**src/sv/bsc_pkg.sv**
```systemverilog
// Shared types and constants for the byte-serial command processor.
// No dependencies; imported by bsc_mem, bsc_exec and the top level.
package bsc_pkg;

    localparam int MEM_DEPTH_DEF = 256;
    localparam int BYTE_W        = 8;

    localparam logic [BYTE_W-1:0] BYTE_END = 8'hFE;
    localparam logic [BYTE_W-1:0] BYTE_IND = 8'hFF;
    localparam logic [BYTE_W-1:0] OPC_LIMIT = 8'd8;

    typedef enum logic [2:0] {
        OP_ADD  = 3'd0,
        OP_SUB  = 3'd1,
        OP_SET  = 3'd2,
        OP_IFEQ = 3'd3,
        OP_IFNE = 3'd4,
        OP_IFGT = 3'd5,
        OP_IFLT = 3'd6,
        OP_OUT  = 3'd7
    } t_opcode;

    typedef enum logic [3:0] {
        PH_IDLE = 4'b0001,
        PH_OP1  = 4'b0010,
        PH_OP2  = 4'b0100,
        PH_SKIP = 4'b1000
    } t_phase;

    // data memory write port
    typedef struct packed {
        logic              we;
        logic [BYTE_W-1:0] addr;
        logic [BYTE_W-1:0] data;
    } t_mem_wr;

    // result produced by the executing word
    typedef struct packed {
        logic              out_en;
        logic [BYTE_W-1:0] out_value;
    } t_exec_out;

endpackage

```
**src/sv/bsc_mem.sv**
```systemverilog
// Data memory: one read and one write port, registered read, write-first forwarding.
// Per-entry valid bits cleared at reset make unwritten entries read as zero.
// Depends on bsc_pkg.
module bsc_mem #(
    parameter int MEM_DEPTH = bsc_pkg::MEM_DEPTH_DEF
) (
    input  logic                        i_clk,
    input  logic                        i_rst_n,
    input  logic                        i_rd_en,
    input  logic [bsc_pkg::BYTE_W-1:0]  i_rd_addr,
    input  bsc_pkg::t_mem_wr            i_wr,
    output logic [bsc_pkg::BYTE_W-1:0]  o_rd_data
);
    import bsc_pkg::*;

    localparam int AW = $clog2(MEM_DEPTH);

    logic [BYTE_W-1:0]    r_mem [MEM_DEPTH];
    logic [MEM_DEPTH-1:0] r_valid;
    logic [BYTE_W-1:0]    r_rdata;
    logic                 r_hit;
    logic                 r_fwd;
    logic [BYTE_W-1:0]    r_fwd_data;
    logic [AW-1:0]        rd_a;
    logic [AW-1:0]        wr_a;

    assign rd_a = AW'(i_rd_addr);
    assign wr_a = AW'(i_wr.addr);

    always_ff @(posedge i_clk) begin
        if (i_wr.we) begin
            r_mem[wr_a] <= i_wr.data;
        end
        if (i_rd_en) begin
            r_rdata    <= r_mem[rd_a];
            r_fwd_data <= i_wr.data;
        end
    end

    always_ff @(posedge i_clk) begin
        if (!i_rst_n) begin
            r_valid <= '0;
            r_hit   <= 1'b0;
            r_fwd   <= 1'b0;
        end else begin
            if (i_wr.we) begin
                r_valid[wr_a] <= 1'b1;
            end
            if (i_rd_en) begin
                r_hit <= r_valid[rd_a];
                r_fwd <= i_wr.we && (wr_a == rd_a);
            end
        end
    end

    assign o_rd_data = r_fwd ? r_fwd_data : (r_hit ? r_rdata : '0);

endmodule

```
**src/sv/bsc_exec.sv**
```systemverilog
// Command sequencer: phase, opcode, held operand and indirect flag.
// Decodes one program word per firing, issues memory writes and out results.
// Depends on bsc_pkg.
module bsc_exec (
    input  logic                        i_clk,
    input  logic                        i_rst_n,
    input  logic                        i_fire,
    input  logic [bsc_pkg::BYTE_W-1:0]  i_byte,
    input  logic [bsc_pkg::BYTE_W-1:0]  i_mem_data,
    output bsc_pkg::t_mem_wr            o_wr,
    output bsc_pkg::t_exec_out          o_res
);
    import bsc_pkg::*;

    t_phase            r_phase, n_phase;
    t_opcode           r_opcode, n_opcode;
    logic [BYTE_W-1:0] r_held, n_held;
    logic              r_ind, n_ind;

    logic [BYTE_W-1:0] v;
    logic              test_ok;
    logic              wr_req;
    logic [BYTE_W-1:0] wr_addr;
    logic [BYTE_W-1:0] wr_data;

    assign v = r_ind ? i_mem_data : i_byte;

    always_comb begin
        case (r_opcode)
            OP_IFEQ: test_ok = (r_held == v);
            OP_IFNE: test_ok = (r_held != v);
            OP_IFGT: test_ok = (r_held > v);
            default: test_ok = (r_held < v);
        endcase
    end

    always_comb begin
        n_phase    = r_phase;
        n_opcode   = r_opcode;
        n_held     = r_held;
        n_ind      = r_ind;
        wr_req     = 1'b0;
        wr_addr    = '0;
        wr_data    = '0;
        o_res      = '0;
        o_res.out_value = v;

        if (i_byte == BYTE_END) begin
            n_phase = PH_IDLE;
            n_ind   = 1'b0;
            n_held  = '0;
        end else begin
            unique case (r_phase)
                PH_IDLE: begin
                    if (i_byte < OPC_LIMIT) begin
                        n_opcode = t_opcode'(i_byte[2:0]);
                        n_phase  = PH_OP1;
                    end else begin
                        n_phase = PH_SKIP;
                    end
                end
                PH_SKIP: begin
                    n_phase = PH_SKIP;
                end
                PH_OP1: begin
                    if (i_byte == BYTE_IND) begin
                        n_ind = 1'b1;
                    end else begin
                        n_ind = 1'b0;
                        if (r_opcode == OP_OUT) begin
                            o_res.out_en = 1'b1;
                            n_phase      = PH_IDLE;
                        end else begin
                            n_held  = v;
                            n_phase = PH_OP2;
                        end
                    end
                end
                PH_OP2: begin
                    if (i_byte == BYTE_IND) begin
                        n_ind = 1'b1;
                    end else begin
                        n_ind   = 1'b0;
                        n_held  = '0;
                        n_phase = PH_IDLE;
                        case (r_opcode)
                            OP_ADD: begin
                                wr_req  = 1'b1;
                                wr_data = r_held + v;
                            end
                            OP_SUB: begin
                                wr_req  = 1'b1;
                                wr_data = r_held - v;
                            end
                            OP_SET: begin
                                wr_req  = 1'b1;
                                wr_addr = r_held;
                                wr_data = v;
                            end
                            default: begin
                                if (!test_ok) begin
                                    n_phase = PH_SKIP;
                                end
                            end
                        endcase
                    end
                end
                default: n_phase = PH_IDLE;
            endcase
        end
    end

    assign o_wr.we   = i_fire && wr_req;
    assign o_wr.addr = wr_addr;
    assign o_wr.data = wr_data;

    always_ff @(posedge i_clk) begin
        if (!i_rst_n) begin
            r_phase  <= PH_IDLE;
            r_opcode <= OP_ADD;
            r_held   <= '0;
            r_ind    <= 1'b0;
        end else if (i_fire) begin
            r_phase  <= n_phase;
            r_opcode <= n_opcode;
            r_held   <= n_held;
            r_ind    <= n_ind;
        end
    end

endmodule

```
**src/sv/byte_serial_command_cpu_core.sv**
```systemverilog
// Byte-serial command processor, top level. Program words enter on the input
// channel, one word per cycle at full rate; out results leave on the output channel.
// Depends on bsc_pkg, bsc_mem and bsc_exec.
//
// Usage: feed the command stream one byte per word. When idle, a byte 0..7 selects
// add, sub, set, ifeq, ifne, ifgt, iflt or out; 0xFF marks the next operand as a
// memory address; 0xFE ends any command or skip. Only out produces a result word.
// Throughput is one program word per clock while the input does not stall. An
// accepted word issues the data memory read at its own value (used if it turns
// out to be an indirect operand) and enters the execute stage input register;
// from there it executes against the registered read data and loads the output
// register. A memory write in the execute cycle is forwarded to a read issued in
// the same cycle. The 256-entry memory reads as zero after reset through per-entry
// valid bits, so no clearing pass is needed and words are accepted right after
// reset. The input only stalls when an out result waits on a full, unaccepted
// output register.
module byte_serial_command_cpu_core #(
    parameter int MEM_DEPTH = bsc_pkg::MEM_DEPTH_DEF
) (
    input  logic                        i_clk,
    input  logic                        i_rst_n,
    input  logic                        i_in_valid,
    output logic                        o_in_ready,
    input  logic [bsc_pkg::BYTE_W-1:0]  i_program_byte,
    output logic                        o_out_valid,
    input  logic                        i_out_ready,
    output logic [bsc_pkg::BYTE_W-1:0]  o_out_value
);
    import bsc_pkg::*;

    // execute stage input register
    logic              r_s1_valid;
    logic [BYTE_W-1:0] r_s1_byte;
    // result register
    logic              r_out_valid;
    logic [BYTE_W-1:0] r_out_value;

    logic              in_acc;
    logic              s1_adv;
    logic [BYTE_W-1:0] mem_data;
    t_mem_wr           wr;
    t_exec_out         exo;

    // an executing word only blocks if it emits into an occupied result slot that is not being drained
    assign s1_adv     = r_s1_valid && (!exo.out_en || !r_out_valid || i_out_ready);
    assign o_in_ready = !r_s1_valid || s1_adv;
    assign in_acc     = i_in_valid && o_in_ready;

    bsc_mem #(
        .MEM_DEPTH(MEM_DEPTH)
    ) u_mem (
        .i_clk     (i_clk),
        .i_rst_n   (i_rst_n),
        .i_rd_en   (in_acc),
        .i_rd_addr (i_program_byte),
        .i_wr      (wr),
        .o_rd_data (mem_data)
    );

    bsc_exec u_exec (
        .i_clk      (i_clk),
        .i_rst_n    (i_rst_n),
        .i_fire     (s1_adv),
        .i_byte     (r_s1_byte),
        .i_mem_data (mem_data),
        .o_wr       (wr),
        .o_res      (exo)
    );

    always_ff @(posedge i_clk) begin
        if (in_acc) begin
            r_s1_byte <= i_program_byte;
        end
        if (s1_adv && exo.out_en) begin
            r_out_value <= exo.out_value;
        end
    end

    always_ff @(posedge i_clk) begin
        if (!i_rst_n) begin
            r_s1_valid  <= 1'b0;
            r_out_valid <= 1'b0;
        end else begin
            if (in_acc) begin
                r_s1_valid <= 1'b1;
            end else if (s1_adv) begin
                r_s1_valid <= 1'b0;
            end
            if (s1_adv && exo.out_en) begin
                r_out_valid <= 1'b1;
            end else if (i_out_ready) begin
                r_out_valid <= 1'b0;
            end
        end
    end

    assign o_out_valid = r_out_valid;
    assign o_out_value = r_out_value;

    // a held word in execute must be an out waiting on the result slot
    a_stall_only_on_out: assert property (@(posedge i_clk) disable iff (!i_rst_n)
        (r_s1_valid && !s1_adv) |-> (exo.out_en && r_out_valid && !i_out_ready))
        else $error("execute stage stalled without a pending out");

    // a word never both writes memory and emits a result
    a_wr_out_excl: assert property (@(posedge i_clk) disable iff (!i_rst_n)
        !(wr.we && exo.out_en))
        else $error("memory write and out result in the same word");

    // writes happen only when the execute stage fires
    a_wr_on_fire: assert property (@(posedge i_clk) disable iff (!i_rst_n)
        wr.we |-> s1_adv)
        else $error("memory write without an executing word");

    // an out that leaves execute shows up as a result next cycle
    a_out_lands: assert property (@(posedge i_clk) disable iff (!i_rst_n)
        (s1_adv && exo.out_en) |=> o_out_valid)
        else $error("out result lost");

endmodule

```
**config.mk**
```make
export PLATFORM = sky130hd
export DESIGN_NAME = byte_serial_command_cpu_core
export DESIGN_NICKNAME = d
export VERILOG_FILES = /design/src/sv/bsc_pkg.sv /design/src/sv/bsc_mem.sv /design/src/sv/bsc_exec.sv /design/src/sv/byte_serial_command_cpu_core.sv
export SDC_FILE = /design/constraint.sdc
export NUM_CORES = 2
export LEC_CHECK = 0
export BUFFER_PORTS_ARGS = -buffer_cell sky130_fd_sc_hd__buf_4
export CAP_MARGIN = 20
export CORE_MARGIN = 2
export CORE_UTILIZATION = 45
export DETAILED_ROUTE_END_ITERATION = 10
export PLACE_DENSITY = 0.6
export SLEW_MARGIN = 20
export SYNTH_ARGS = -nofsm -noshare
export SYNTH_HDL_FRONTEND = slang
export SYNTH_SLANG_ARGS = --single-unit
```
**constraint.sdc**
```tcl
create_clock -name i_clk -period 63.1 [get_ports i_clk]
set_clock_uncertainty 0.2 [all_clocks]
set_input_delay 9.465 -clock i_clk [delete_from_list [all_inputs] [get_ports i_clk]]
set_output_delay 9.465 -clock i_clk [all_outputs]
set_load 0.05 [all_outputs]
```
Word level (Yosys, flattened, before mapping)
Memories as Yosys holds them, arrays and structs flattened. A register that Yosys moved wholly into a read port is not among the register bits. Index checks and enable logic that the tools add are counted.

$add $sub $neg: 2. Order comparisons: 6. Equal/unequal tests: 18. Muxes and demuxes: 46. Bitwise logic cells: 2. Reduce and logical (&&, ||, !) cells: 23.

Operators with widths (number): OR 256 bit (1); 2-to-1 mux 8 bit (14); 2-to-1 mux 4 bit (6); one-hot mux 8 bit (3 select lines) (1); 2-to-1 mux 1 bit (19); < comparator 8 x 9 -> 1 bit, second input constant (2); equality test 8 bit (2); equality test 8 bit, second input constant (2); one-hot mux 4 bit (4 select lines) (1); one-hot mux 8 bit (2 select lines) (1); equality test 3 bit, second input constant (3); != test 3 x 2 -> 1 bit, second input constant (3); adder 8 bit (1); binary-select mux 1 bit (select 8 bit) (1); demux 1 bit (select 8 bit) (1); >= comparator 8 x 1 -> 1 bit, second input constant (1); > comparator 8 bit (1); < comparator 8 x 4 -> 1 bit, second input constant (1); < comparator 8 bit (1); != test 8 bit (1); subtractor 8 bit (1); equality test 3 x 2 -> 1 bit, second input constant (2); logical AND 1 bit (6); nonzero test 2 bit (3); 18 further kinds (22).

Register bits: 300. RAM bits: 2048. Input bits: 12. Output and inout port bits: 10. Word-level logic and storage cells: 110. Memories: 1.

Memory list: u_mem.r_mem (words 256, bits a word 8, rd ports 1, clocked after memory_dff 1, write ports 1, line bsc_mem.sv:18) `logic [BYTE_W-1:0] r_mem [MEM_DEPTH];`.

Depth between registers and ports, before layout
Depth in word-level cells: 12. Mapped depth: 15. Gate-level depth less buffers: 13.

Modules after synthesis
From an unflattened synthesis, not the netlist that was laid out.

Cells, all modules: 4624. Area, all modules: 90855.9 µm².

By module, submodules not included: bsc_mem (times used 1, cells each 4338, area an instance 88314.7 µm², sequential area each 67144.4 µm²); bsc_exec (times used 1, cells each 258, area an instance 1943.1 µm², sequential area each 320.3 µm²); byte_serial_command_cpu_core (times used 1, cells each 28, area an instance 598.1 µm², sequential area each 520.5 µm²).

Least setup slack after synthesis
Ideal clock, no wire load.

Path type: register -> register. Start: register u_mem.r_fwd. End: register u_mem.r_fwd_data[5] (data pin). Setup time: 2.972 ns. Arrival time: 16.605 ns. Data required time: 59.928 ns. Slack: 43.323 ns. Cell stages (with the launch flop): 13. Path buffers: 2. Period minus slack after synthesis: 19.777 ns. Cell sequence: dfxtp_1 > clkbuf_1 > nor2b_1 > clkbuf_1 > a22oi_1 > a21oi_1 > ha_1 > a21o_1 > a21oi_1 > o21ai_0 > o31a_1 > xnor2_1 > o41ai_1.

RTL lines: from (decl) (line bsc_mem.sv:22) `logic r_fwd;`; from (signal assigned) (line bsc_mem.sv:51) `r_fwd <= i_wr.we && (wr_a == rd_a);`; to (signal assigned) (line bsc_mem.sv:36) `r_fwd_data <= i_wr.data;`; to (decl) (line bsc_mem.sv:23) `logic [BYTE_W-1:0] r_fwd_data;`.

Final worst setup path
Start: input i_out_ready. End: output o_in_ready.

Cells in the longest elaborated chain, start to end: 3.

Ends and longest elaborated chain: from (decl) (line byte_serial_command_cpu_core.sv:26) `input logic i_out_ready,`; logical OR 1 bit (line byte_serial_command_cpu_core.sv:45) `assign s1_adv = r_s1_valid && (!exo.out_en || !r_out_valid || i_out_ready);`; logical AND 1 bit (line byte_serial_command_cpu_core.sv:45); logical OR 1 bit (line byte_serial_command_cpu_core.sv:46) `assign o_in_ready = !r_s1_valid || s1_adv;`; to (decl) (line byte_serial_command_cpu_core.sv:23) `output logic o_in_ready,`.

Every way passes these cells.

==> impl_results.md <==
- DP Area: 93700 um2
- GP Congestion: 0.828
- Layout cells sized above 1: 21.9%
- Routed wire length per instance: 29.4 um
- Die Ht: 453 um
- Status: finished clean
- Peak VDD IR: 0.0259 mV
- Worst-Margin Slew: 1.23 ns
- Clk buf depth: 3
- Clock sinks: 2356
- Initial Util: 45.4%
- Design area: 102000 um2
- CTS tree: yes
- Most frequent cells after synthesis: edfxtp_1 (2080), mux4_2 (573), nor2_1 (315), dfxtp_1 (276), o21a_1 (261)
- Peak fanout along the critical path: 5
- Post-CTS setup buffers: 0
- WP data arrival: 10.45 ns
- Core Util, Final: 50.7%
- Cts repair resizes: 0
- Synth Cell Area: 90700 um2
- Most frequent cell after synthesis: edfxtp_1
- Clk Latency, worst-skew pair: 0.87 ns
- First-pass GRT wire length: 318000 um
- Row count: 164
- Cell variety after synth: 70
- Main synth FF type: edfxtp_1
- Part of the cycle the worst path needs: 31.9%
- Detail Placement HPWL: 126000 um
- Max-slew violation count: 0
- Via count: 45200
- Register bit total from synthesis: 2356
- Syn_nets: 4593
- Die W: 453 um
- Total Wirelength: 220000 um
- DR iter-0 viols: 4549
- Worst Setup End Kind: primary output
- Ys Warns: 0
- Post-synth EDFFs: 2080
- Register area share after synthesis: 74.9%
- DR vias/cell: 6.05
- Post-synth top area share: 68.8%
- Ports: 22
- Largest net degree at the start of global routing: 210
- Vias in the first global route: 45200
- Pre-CTS WS: 42.98 ns
- Post-route antenna net violation count: 0
- Rel. slew slack: 18.2%
- Final setup viols: 0
- Total CTS buffers: 232
- Grt ovf: 0
- Area grow syn2layout: 11.9%
- Core footprint: 200000 um2
- Synth top area cells: edfxtp_1 (69%), mux4_2 (14%), dfxtp_1 (6.1%), o21a_1 (2.2%), nor2_1 (1.3%)
- DRC viols: 0
- Final hold violation count: 0
- Ys async rst share: 0%
- H-tree depth: 4
- PortBufs: 21
- Fin Setup TNS: 0 ns
- Initial antenna violation count: 2
- Post-cts hold buffer count: 0
- Clock period minus worst slack: 20.12 ns
- Static Leak: 0.0365 uW
- Pre-antenna DRT Iters: 6
- Max Cap Violations: 0
- Syn Inst Count: 4562
- Setup WS post-layout: 42.98 ns
- CTS clk-pin slew, worst paths: 0.06 ns
- Final net count: 4625
- Power density cells: 30.7 nW/um2
- CTS Root Cell: clkbuf_16
- Syn_area_per_cell: 19.9 um2
- Gr usage total: 21.3%
- Worst hold path type: reg -> reg
- Crit Path Category: in -> out
- RSZ-0062 raised after global routing: no
- Worst Path Required: 53.44 ns
- DIE AREA: 205000 um2
- Synth area leader: edfxtp_1
- CP startpoint kind: primary input
- Achievable frequency: 49.7 MHz
## critical path, cell delays in order
cell and delay (ns):
buf_4 0.11, nor2b_1 0.29, and3_1 0.28, inv_1 0.11
buf_4 0.20
## sequential cells by signal, summed over array words and instances (netlist names), 3 cells and up
register and cells:
u_mem.r_rdata 8, u_exec.r_opcode 3, r_s1_byte 8, u_exec.r_held 8, o_out_value 8, u_exec.r_phase 4
u_mem.r_mem 2048, u_mem.r_valid 256, u_mem.r_fwd_data 8
## per-stage QoR
stage	hold WS (ns)	std cells	power (uW)
3_3_place_gp	0.241	7013	1770
3_5_place_dp	0.247	7015	1770
4_1_cts	0.261	7459	3140
2_1_floorplan	0.233	4562	1750
5_1_grt	0.267	7462	3200
6_report	0.259	7462	3110
## final cells by class
type / instances / area (um2)
Fill cell: 15900 / 98600
Sequential cell: 2356 / 68000
Multi-Input combinational cell: 1885 / 21400
Clock buffer: 331 / 6580
Tap cell: 2656 / 3320
Clock inverter: 113 / 1140
Timing Repair Buffer: 96 / 936
Inverter: 23 / 86.3
Antenna cell: 2 / 5.00
## power breakdown
part	switching (uW)	total [uW]	internal (uW)	leakage (uW)
Combinational	43.5	63.8	20.2	0.00632
Clock	591	1380	785	0.00377
Sequential	0.992	1670	1670	0.0264
Total	636	3110	2480	0.0365
## worst paths after layout
path | from | endpoint | slack [ns] | depth (start not counted)
setup / recovery | i_out_ready | o_in_ready | 42.98 | 5
hold / removal | u_mem.r_valid[11]$_SDFFE_PN0P_ | u_mem.r_valid[11]$_SDFFE_PN0P_ | 0.26 | 1
setup reg to reg | u_mem.r_fwd$_SDFFE_PN0P_ | u_mem.r_mem[2][1]$_DFFE_PP_ | 56.96 | 12
hold reg to reg | u_mem.r_valid[11]$_SDFFE_PN0P_ | u_mem.r_valid[11]$_SDFFE_PN0P_ | 0.26 | 1
## placed cells by master, fill, tap and decap left out, types with 19 or more instances in the layout
cell type / netlist / routed
o21ai_0: 30 / 30
a22oi_1: 153 / 153
a22o_1: 66 / 66
clkbuf_8: 0 / 27
clkinv_1: 1 / 31
clkinv_2: 0 / 48
nor2_1: 315 / 308
clkbuf_1: 156 / 66
mux4_2: 573 / 573
mux2i_1: 19 / 19
buf_4: 15 / 77
nand2_1: 49 / 48
edfxtp_1: 2080 / 2080
nand3_1: 30 / 28
o21a_1: 261 / 261
nor3_1: 24 / 24
a221oi_1: 65 / 65
clkbuf_16: 0 / 238
inv_1: 22 / 22
dfxtp_1: 276 / 276
o221ai_1: 24 / 24
a21oi_1: 90 / 88
## layer usage
layer  track usage (%)  up-vias  wire length, um
li1                  -    19000                -
met1              30.3    24200            92900
met2              33.9     1614           106000
met3              3.73      317            14900
met4              6.23        0             5750
met5                 0        -                0
## cells by family (layout without fill, tap and decap cells)
family	count (synthesis)	in the layout	synth area share, %
AOI/OAI and AO/OA	769	769	6.25
xor gates and xnor gates	11	11	0.106
adders and majority gates	19	19	0.279
buffers and inverters	321	563	1.57
DFF	2356	2356	74.9
muxes	596	596	14.5
other	0	2	0
and+or+nand+nor	490	490	2.39
No activity file was read; power rests on OpenSTA's default activity.
